--- config.mk ---
export PLATFORM = sky130hd
export DESIGN_NAME = deadline_sorted_task_table
export DESIGN_NICKNAME = d
export VERILOG_FILES = /design/src/dstt_pkg.sv /design/src/dstt_ctrl.sv /design/src/dstt_datapath.sv /design/src/deadline_sorted_task_table.sv
export SDC_FILE = /design/constraint.sdc
export NUM_CORES = 1
export LEC_CHECK = 0
export ABC_AREA = 1
export BUFFER_PORTS_ARGS = -buffer_cell sky130_fd_sc_hd__buf_4
export CAP_MARGIN = 15
export CORE_UTILIZATION = 35
export CTS_CLUSTER_SIZE = 16
export DETAILED_ROUTE_END_ITERATION = 10
export PLACE_DENSITY_LB_ADDON = 0.12
export SYNTH_ARGS = -nofsm -noshare
export SYNTH_HDL_FRONTEND = slang
export SYNTH_SLANG_ARGS = --single-unit
--- constraint.sdc ---
create_clock -name clock -period 8.5 [get_ports clock]
set_input_delay 0.425 -clock clock [delete_from_list [all_inputs] [get_ports clock]]
set_output_delay 0.425 -clock clock [all_outputs]
set_load 0.02 [all_outputs]
--- src/dstt_pkg.sv ---
// Shared constants, codes and control structs for the deadline sorted task table.
`default_nettype none
package dstt_pkg;

   localparam int ENTRIES  = 8;
   localparam int IDX_W    = $clog2(ENTRIES);
   localparam int COUNT_W  = $clog2(ENTRIES + 1);
   localparam int ACTIVE_W = 4;
   localparam int ID_W     = 16;
   localparam int GEN_W    = 2;
   localparam int DL_W     = 32;
   localparam int TALLY_W  = 16;
   localparam int OP_W     = 2;
   localparam int STATUS_W = 2;
   localparam int REQ_DATA_W = 56;
   localparam int RSP_DATA_W = 88;

   typedef enum logic [OP_W-1:0] {
      OP_RELEASE  = 2'd0,
      OP_COMPLETE = 2'd1,
      OP_OVERDUE  = 2'd2,
      OP_QUERY    = 2'd3
   } op_type;

   localparam logic [STATUS_W-1:0] ST_OK        = 2'd0;
   localparam logic [STATUS_W-1:0] ST_FULL      = 2'd1;
   localparam logic [STATUS_W-1:0] ST_NOT_FOUND = 2'd2;

   typedef struct packed {
      logic                load;
      logic                step;
      logic                apply_release;
      logic                apply_remove;
      logic                set_status;
      logic [STATUS_W-1:0] status_val;
      logic                load_out;
   } dp_cmd_type;

   typedef struct packed {
      op_type             op;
      logic               full;
      logic               scan_end;
      logic               hit;
      logic               out_free;
      logic [COUNT_W-1:0] count;
   } dp_stat_type;

endpackage
`default_nettype wire

--- src/dstt_ctrl.sv ---
// Controller state machine that sequences the scan, update and result of each event.
`default_nettype none
module dstt_ctrl (
   input  wire                  clock,
   input  wire                  reset,
   input  wire                  req_tvalid,
   output logic                 req_tready,
   input  dstt_pkg::dp_stat_type stat,
   output dstt_pkg::dp_cmd_type  cmd
);
   import dstt_pkg::*;

   typedef enum logic [3:0] {
      S_IDLE  = 4'b0001,
      S_SCAN  = 4'b0010,
      S_APPLY = 4'b0100,
      S_DONE  = 4'b1000
   } state_type;

   state_type state_ff, state_in;

   always_ff @(posedge clock) begin
      if (reset) begin
         state_ff <= S_IDLE;
      end else begin
         state_ff <= state_in;
      end
   end

   assign req_tready = (state_ff == S_IDLE);

   always_comb begin
      state_in = state_ff;
      cmd      = '0;
      case (state_ff)
         S_IDLE: begin
            if (req_tvalid) begin
               cmd.load = 1'b1;
               state_in = S_SCAN;
            end
         end
         S_SCAN: begin
            if (stat.op == OP_QUERY) begin
               cmd.set_status = 1'b1;
               cmd.status_val = ST_OK;
               state_in       = S_DONE;
            end else if (stat.op == OP_RELEASE && stat.full) begin
               cmd.set_status = 1'b1;
               cmd.status_val = ST_FULL;
               state_in       = S_DONE;
            end else if (stat.scan_end) begin
               // A release past every entry goes at the tail; a remove found nothing.
               if (stat.op == OP_RELEASE) begin
                  state_in = S_APPLY;
               end else begin
                  cmd.set_status = 1'b1;
                  cmd.status_val = ST_NOT_FOUND;
                  state_in       = S_DONE;
               end
            end else if (stat.hit) begin
               state_in = S_APPLY;
            end else begin
               cmd.step = 1'b1;
            end
         end
         S_APPLY: begin
            cmd.apply_release = (stat.op == OP_RELEASE);
            cmd.apply_remove  = (stat.op != OP_RELEASE);
            cmd.set_status    = 1'b1;
            cmd.status_val    = ST_OK;
            state_in          = S_DONE;
         end
         S_DONE: begin
            if (stat.out_free) begin
               cmd.load_out = 1'b1;
               state_in     = S_IDLE;
            end
         end
         default: begin
            state_in = S_IDLE;
         end
      endcase
   end

endmodule
`default_nettype wire

--- src/dstt_datapath.sv ---
// Datapath: sorted entry registers, scan pointer, tallies and the result register.
`default_nettype none
module dstt_datapath (
   input  wire                               clock,
   input  wire                               reset,
   input  wire  [dstt_pkg::REQ_DATA_W-1:0]   req_tdata,
   input  wire  [dstt_pkg::OP_W-1:0]         req_tuser,
   output logic                              rsp_tvalid,
   input  wire                               rsp_tready,
   output logic [dstt_pkg::RSP_DATA_W-1:0]   rsp_tdata,
   output logic [dstt_pkg::STATUS_W-1:0]     rsp_tuser,
   input  dstt_pkg::dp_cmd_type              cmd,
   output dstt_pkg::dp_stat_type             stat
);
   import dstt_pkg::*;

   logic [ID_W-1:0]     ent_id_ff  [ENTRIES];
   logic [GEN_W-1:0]    ent_gen_ff [ENTRIES];
   logic [DL_W-1:0]     ent_dl_ff  [ENTRIES];
   logic [COUNT_W-1:0]  count_ff;
   logic [COUNT_W-1:0]  idx_ff;
   logic [TALLY_W-1:0]  completed_ff;
   logic [TALLY_W-1:0]  overdue_ff;
   op_type              op_ff;
   logic [ID_W-1:0]     id_ff;
   logic [GEN_W-1:0]    gen_ff;
   logic [DL_W-1:0]     dl_ff;
   logic [STATUS_W-1:0] status_ff;
   logic                rsp_valid_ff;
   logic [RSP_DATA_W-1:0] rsp_data_ff;
   logic [STATUS_W-1:0] rsp_user_ff;

   logic [IDX_W-1:0]    rd_idx;
   logic [ACTIVE_W+COUNT_W-1:0] count_wide;
   logic                head_valid;

   assign rd_idx     = idx_ff[IDX_W-1:0];
   assign count_wide = {{ACTIVE_W{1'b0}}, count_ff};
   assign head_valid = (count_ff != '0);

   always_comb begin
      stat.op       = op_ff;
      stat.full     = (count_ff == COUNT_W'(ENTRIES));
      stat.scan_end = (idx_ff == count_ff);
      stat.hit      = (op_ff == OP_RELEASE) ? (ent_dl_ff[rd_idx] > dl_ff)
                                            : (ent_id_ff[rd_idx] == id_ff);
      stat.out_free = !rsp_valid_ff || rsp_tready;
      stat.count    = count_ff;
   end

   // Request capture and scan pointer; the pointer is the insert or remove slot on update.
   always_ff @(posedge clock) begin
      if (cmd.load) begin
         op_ff  <= op_type'(req_tuser);
         id_ff  <= req_tdata[ID_W-1:0];
         gen_ff <= req_tdata[ID_W+GEN_W-1:ID_W];
         dl_ff  <= req_tdata[ID_W+GEN_W+DL_W-1:ID_W+GEN_W];
      end
      if (cmd.set_status) begin
         status_ff <= cmd.status_val;
      end
   end

   always_ff @(posedge clock) begin
      if (reset) begin
         idx_ff <= '0;
      end else if (cmd.load) begin
         idx_ff <= '0;
      end else if (cmd.step) begin
         idx_ff <= idx_ff + 1'b1;
      end
   end

   always_ff @(posedge clock) begin
      for (int k = 0; k < ENTRIES; k++) begin
         if (cmd.apply_release) begin
            if (COUNT_W'(k) == idx_ff) begin
               ent_id_ff[k]  <= id_ff;
               ent_gen_ff[k] <= gen_ff;
               ent_dl_ff[k]  <= dl_ff;
            end else if (k > 0 && COUNT_W'(k) > idx_ff && COUNT_W'(k) <= count_ff) begin
               ent_id_ff[k]  <= ent_id_ff[(k > 0) ? k - 1 : 0];
               ent_gen_ff[k] <= ent_gen_ff[(k > 0) ? k - 1 : 0];
               ent_dl_ff[k]  <= ent_dl_ff[(k > 0) ? k - 1 : 0];
            end
         end else if (cmd.apply_remove) begin
            if (k < ENTRIES - 1 && COUNT_W'(k) >= idx_ff && COUNT_W'(k + 1) < count_ff) begin
               ent_id_ff[k]  <= ent_id_ff[(k < ENTRIES - 1) ? k + 1 : k];
               ent_gen_ff[k] <= ent_gen_ff[(k < ENTRIES - 1) ? k + 1 : k];
               ent_dl_ff[k]  <= ent_dl_ff[(k < ENTRIES - 1) ? k + 1 : k];
            end
         end
      end
   end

   always_ff @(posedge clock) begin
      if (reset) begin
         count_ff     <= '0;
         completed_ff <= '0;
         overdue_ff   <= '0;
      end else if (cmd.apply_release) begin
         count_ff <= count_ff + 1'b1;
      end else if (cmd.apply_remove) begin
         count_ff <= count_ff - 1'b1;
         if (op_ff == OP_COMPLETE) begin
            if (completed_ff != '1) begin
               completed_ff <= completed_ff + 1'b1;
            end
         end else if (overdue_ff != '1) begin
            overdue_ff <= overdue_ff + 1'b1;
         end
      end
   end

   // Result register: the beat waits here while the next request is taken.
   always_ff @(posedge clock) begin
      if (reset) begin
         rsp_valid_ff <= 1'b0;
      end else if (cmd.load_out) begin
         rsp_valid_ff <= 1'b1;
      end else if (rsp_tready) begin
         rsp_valid_ff <= 1'b0;
      end
   end

   always_ff @(posedge clock) begin
      if (cmd.load_out) begin
         rsp_user_ff <= status_ff;
         rsp_data_ff <= {1'b0,
                         overdue_ff,
                         completed_ff,
                         count_wide[ACTIVE_W-1:0],
                         head_valid ? ent_dl_ff[0]  : {DL_W{1'b0}},
                         head_valid ? ent_gen_ff[0] : {GEN_W{1'b0}},
                         head_valid ? ent_id_ff[0]  : {ID_W{1'b0}},
                         head_valid};
      end
   end

   assign rsp_tvalid = rsp_valid_ff;
   assign rsp_tdata  = rsp_data_ff;
   assign rsp_tuser  = rsp_user_ff;

endmodule
`default_nettype wire

--- src/deadline_sorted_task_table.sv ---
// Top level of the deadline sorted task table: controller, datapath and checks.
`default_nettype none
// Earliest-deadline-first table of up to ENTRIES tasks. Each request beat (release,
// complete, overdue or query) produces exactly one response beat carrying a status,
// the head task and the counts as they stand after the event. Events are handled one
// at a time: each is taken in the idle state, then scans the sorted entry registers,
// one entry per step plus one more step when the scan runs past the last entry, then
// updates the table in the apply state when it changes and last loads the response in
// the done state; a query or a release into a full table goes from the scan state
// straight to the done state. The response load waits while an earlier response is
// still held. A new request is taken while the previous response still waits in the
// output register.
module deadline_sorted_task_table (
   input  wire                              clock,
   input  wire                              reset,
   input  wire                              req_tvalid,
   output logic                             req_tready,
   // task_id[15:0], gen_id[17:16], deadline[49:18], zero fill above
   input  wire  [dstt_pkg::REQ_DATA_W-1:0]  req_tdata,
   // op[1:0]
   input  wire  [dstt_pkg::OP_W-1:0]        req_tuser,
   output logic                             rsp_tvalid,
   input  wire                              rsp_tready,
   // head_valid[0], head_task_id[16:1], head_gen_id[18:17], head_deadline[50:19],
   // active_total[54:51], completed_total[70:55], overdue_total[86:71], zero fill above
   output logic [dstt_pkg::RSP_DATA_W-1:0]  rsp_tdata,
   // status[1:0]
   output logic [dstt_pkg::STATUS_W-1:0]    rsp_tuser
);
   import dstt_pkg::*;

   dp_cmd_type  cmd;
   dp_stat_type stat;

   dstt_ctrl u_ctrl (
      .clock      (clock),
      .reset      (reset),
      .req_tvalid (req_tvalid),
      .req_tready (req_tready),
      .stat       (stat),
      .cmd        (cmd)
   );

   dstt_datapath u_datapath (
      .clock      (clock),
      .reset      (reset),
      .req_tdata  (req_tdata),
      .req_tuser  (req_tuser),
      .rsp_tvalid (rsp_tvalid),
      .rsp_tready (rsp_tready),
      .rsp_tdata  (rsp_tdata),
      .rsp_tuser  (rsp_tuser),
      .cmd        (cmd),
      .stat       (stat)
   );

`ifndef SYNTHESIS
   a_count_bound: assert property (@(posedge clock) disable iff (reset)
      stat.count <= COUNT_W'(ENTRIES))
      else $error("task count exceeds table depth");

   a_count_step: assert property (@(posedge clock) disable iff (reset)
      ##1 (stat.count == $past(stat.count) || stat.count == $past(stat.count) + 1'b1 ||
           stat.count == $past(stat.count) - 1'b1))
      else $error("task count moved by more than one");

   a_one_at_a_time: assert property (@(posedge clock) disable iff (reset)
      (req_tvalid && req_tready) |=> !req_tready)
      else $error("request taken while an event is in progress");

   a_result_stalls: assert property (@(posedge clock) disable iff (reset)
      (cmd.load_out) |-> (stat.out_free))
      else $error("result loaded over a beat not yet taken");
`endif

endmodule
`default_nettype wire

==> flow_metrics.tcl <==
set metrics [dict create \
    outcome "complete, no violations" \
    routedWlPerCell_um 21.0 \
    async_reset_ff_share_pct 0 \
    setup_violations 0 \
    htreeDepth 3 \
    die_x_um 301 \
    postCtsResizedCells 0 \
    cts-buffers-inserted 71 \
    grt_remaining_overflow 0 \
    synth_area_leaders "edfxtp_1 52%, nand2_1 9.3%, o21ai_0 9.0%, o211ai_1 5.6%, inv_1 5.3%" \
    period_needed_ns 5.00 \
    start_kind "flip-flop" \
    ys.flop_type "edfxtp_1" \
    hold_viol_final 0 \
    first_pass_iters 5 \
    setup_slack_ns 3.50 \
    crit_fanout 144 \
    synth_top_area_share_pct 52.3 \
    clk_pin_slew_ns 0.06 \
    place_ws_ns 3.54 \
    dr_wl_met2_um 46500 \
    layout-drive-gt1-share_pct 8.80 \
    synthDistinctLibCells 43 \
    synth_edf_count 543 \
    dr_wl_met3_um 5650 \
    wirelength_um 101000 \
    avgSynthCellArea_um2 8.83 \
    powerDensity_mw_per_mm2 182 \
    fmax_ghz 0.200 \
    routedLengthMet1_um 46900 \
    syn_nets 3637 \
    ir_drop_uv 143 \
    cts_max_path_buffers 3 \
    clkSinkCount 591 \
    crit_type "flip-flop to flip-flop" \
    fin_crit_sh_pct 58.8 \
    gp_congestion 0.784 \
    fp.coreArea_mm2 0.0884 \
    grt_start_max_net_pins 145 \
    port_buffers 146 \
    cts_root_buffer "clkbuf_16" \
    end_kind "flip-flop" \
    final-max-slew-violation-count 0 \
    grt_pass1_vias 24200 \
    power_leakage_uw 0.0145 \
    initial_core_util_pct 35.3 \
    area_growth_pct 15.5 \
    dpl.hpwl_um 57300 \
    first_iter_violations 2365 \
    crit_required_ns 8.98 \
    max-slew-margin-rel_pct 20.7 \
    grt_pass1_wl_um 152000 \
    clk-insertion-delay-late_ns 0.62 \
    yosys_register_bits 591 \
    tightest_slew_ns 1.19 \
    yosysWarnings 0 \
    gr-usage-all-layers_pct 22.2 \
    die_h_um 301 \
    grt_setup_unrepaired "false" \
    tritoncts "yes" \
    skew_ns 0.0234 \
    syn_inst 3534 \
    diodes 0 \
    syn_area_mm2 0.0312 \
    cp.arrival_ns 5.48 \
    antenna_left 0 \
    die-area_mm2 0.0903 \
    synth_largest_area_cell "edfxtp_1" \
    drv_cap 0 \
    top_layer "met4" \
    tns_ns 0 \
    antenna_found_initial 1 \
    drc_errors 0 \
    seq_area_frac_synth_pct 55.3 \
    via_per_inst 5.32 \
    finalNetCount 3713 \
    num_vias 25700 \
    hp-class "input pin to flip-flop" \
    rows 109 \
    ioPinCount 154 \
]
## placed cells by master, fill, tap and decap left out, types with 17 or more instances in the layout
master	netlist	routed
nand2_1	769	764
o21ai_0	563	562
edfxtp_1	543	543
inv_1	444	444
o211ai_1	231	231
a21oi_1	191	191
buf_4	18	191
nor2_1	184	182
nand3_1	108	106
clkbuf_16	0	75
a31oi_1	67	67
dlygate4sd3_1	0	51
dfxtp_1	48	45
ha_1	41	41
o21ai_1	18	18
clkinv_1	2	17
## power breakdown
part	internal, µW	switching (µW)	total [µW]
sequential	3210	45.9	3260
combinational	141	165	306
clock	1740	1260	3010
total	5090	1470	6570
## state kept, by name, summed over array words and instances (netlist names), 4 cells and up, named ones only
name	cells
u_datapath.idx_ff	4
u_datapath.ent_dl_ff	256
u_datapath.completed_ff	16
u_datapath.dl_ff	32
u_datapath.ent_id_ff	128
u_datapath.rsp_tdata	87
u_datapath.ent_gen_ff	16
u_datapath.count_ff	4
u_datapath.id_ff	16
u_datapath.overdue_ff	16
u_ctrl.state_ff	4
## timing repair
action                                 CTS  global route
buffers inserted                         0             0
endpoints found under the hold margin   51             0
hold buffers                            51             0
## critical path, cell delays in order (launching register included)
cell     delay [ns]
dfxtp_4        0.61
inv_6          0.86
buf_4          0.57
a21oi_1        0.11
o21ai_0        0.11
nand2_1        0.07
nor2_1         0.08
a31oi_1        0.05
ha_1           0.30
nand2_1        0.07
nor2_1         0.18
nor3b_1        0.57
a21oi_1        0.15
a21oi_1        0.58
nand2_2        0.26
nand2_1        0.14
a21oi_1        0.07
## path summary, 6_finish.rpt
check                                     from                                 to  slack, ns  cells after the start
max                                  flip-flop                          flip-flop       3.50                     16
min                              req_tdata[49]     u_datapath.dl_ff[31]$_DFFE_PP_       0.05                      1
max reg2reg                          flip-flop                          flip-flop       3.50                     16
min reg2reg  u_datapath.status_ff[1]$_DFFE_PP_  u_datapath.rsp_tuser[1]$_DFFE_PP_       0.43                      0
## stage by stage
step / instances / area [µm²] / util [%] / power (µW) / hold WS, ns
5_1_grt: 4826 / 36000 / 40.8 / 6780 / 0.0245
4_1_cts: 4826 / 36000 / 40.8 / 6650 / 0.0132
2_1_floorplan: 3534 / 31200 / - / 3500 / 0.400
3_3_place_gp: 4651 / 33300 / 37.7 / 3600 / 0.404
3_5_place_dp: 4651 / 33300 / 37.7 / 3610 / 0.407
6_report: 4826 / 36000 / 40.8 / 6570 / 0.0488
## synthesized netlist by cell type, types with 2 or more instances
| master | instances |
|---|---|
| a21oi_1 | 191 |
| a22oi_1 | 2 |
| a31oi_1 | 67 |
| buf_1 | 21 |
| buf_2 | 50 |
| buf_4 | 18 |
| clkbuf_1 | 149 |
| clkinv_1 | 2 |
| dfxtp_1 | 48 |
| edfxtp_1 | 543 |
| ha_1 | 41 |
| inv_1 | 444 |
| inv_2 | 5 |
| nand2_1 | 769 |
| nand2_2 | 2 |
| nand3_1 | 108 |
| nand3_2 | 2 |
| nand3b_1 | 2 |
| nand4_1 | 14 |
| nor2_1 | 184 |
| nor2_2 | 4 |
| nor3_1 | 15 |
| nor3b_1 | 4 |
| nor4_1 | 4 |
| o2111ai_1 | 3 |
| o211ai_1 | 231 |
| o21a_1 | 7 |
| o21ai_0 | 563 |
| o21ai_1 | 18 |
| o21bai_1 | 2 |
| o311ai_0 | 2 |
| o311ai_1 | 2 |
| xor2_1 | 7 |
## final cells by class
class / count / area (µm²)
multi-input cells: 2253 / 11400
clock inverters: 33 / 265
clock buffers: 91 / 1960
fillers: 8926 / 52400
repair buffers: 242 / 1940
flip-flops and latches: 591 / 17300
well taps: 1165 / 1460
inverters: 451 / 1700
## cells by family after synthesis
logic type / count (synthesis) / share of synthesized area, %
flops: 591 / 55.3
fa+ha+maj: 41 / 1.64
other cells: 1 / 0.0120
compound gates: 1092 / 19.8
xor+xnor: 8 / 0.225
simple gates: 1111 / 14.2
buf+inv: 690 / 8.74
## per-layer routing
layer	up-vias	GRT usage [%]
met5	-	0
met2	870	36.0
met3	133	2.49
li1	12400	-
met4	0	5.75
met1	12300	31.5
No activity file was read; power rests on OpenSTA's default activity.
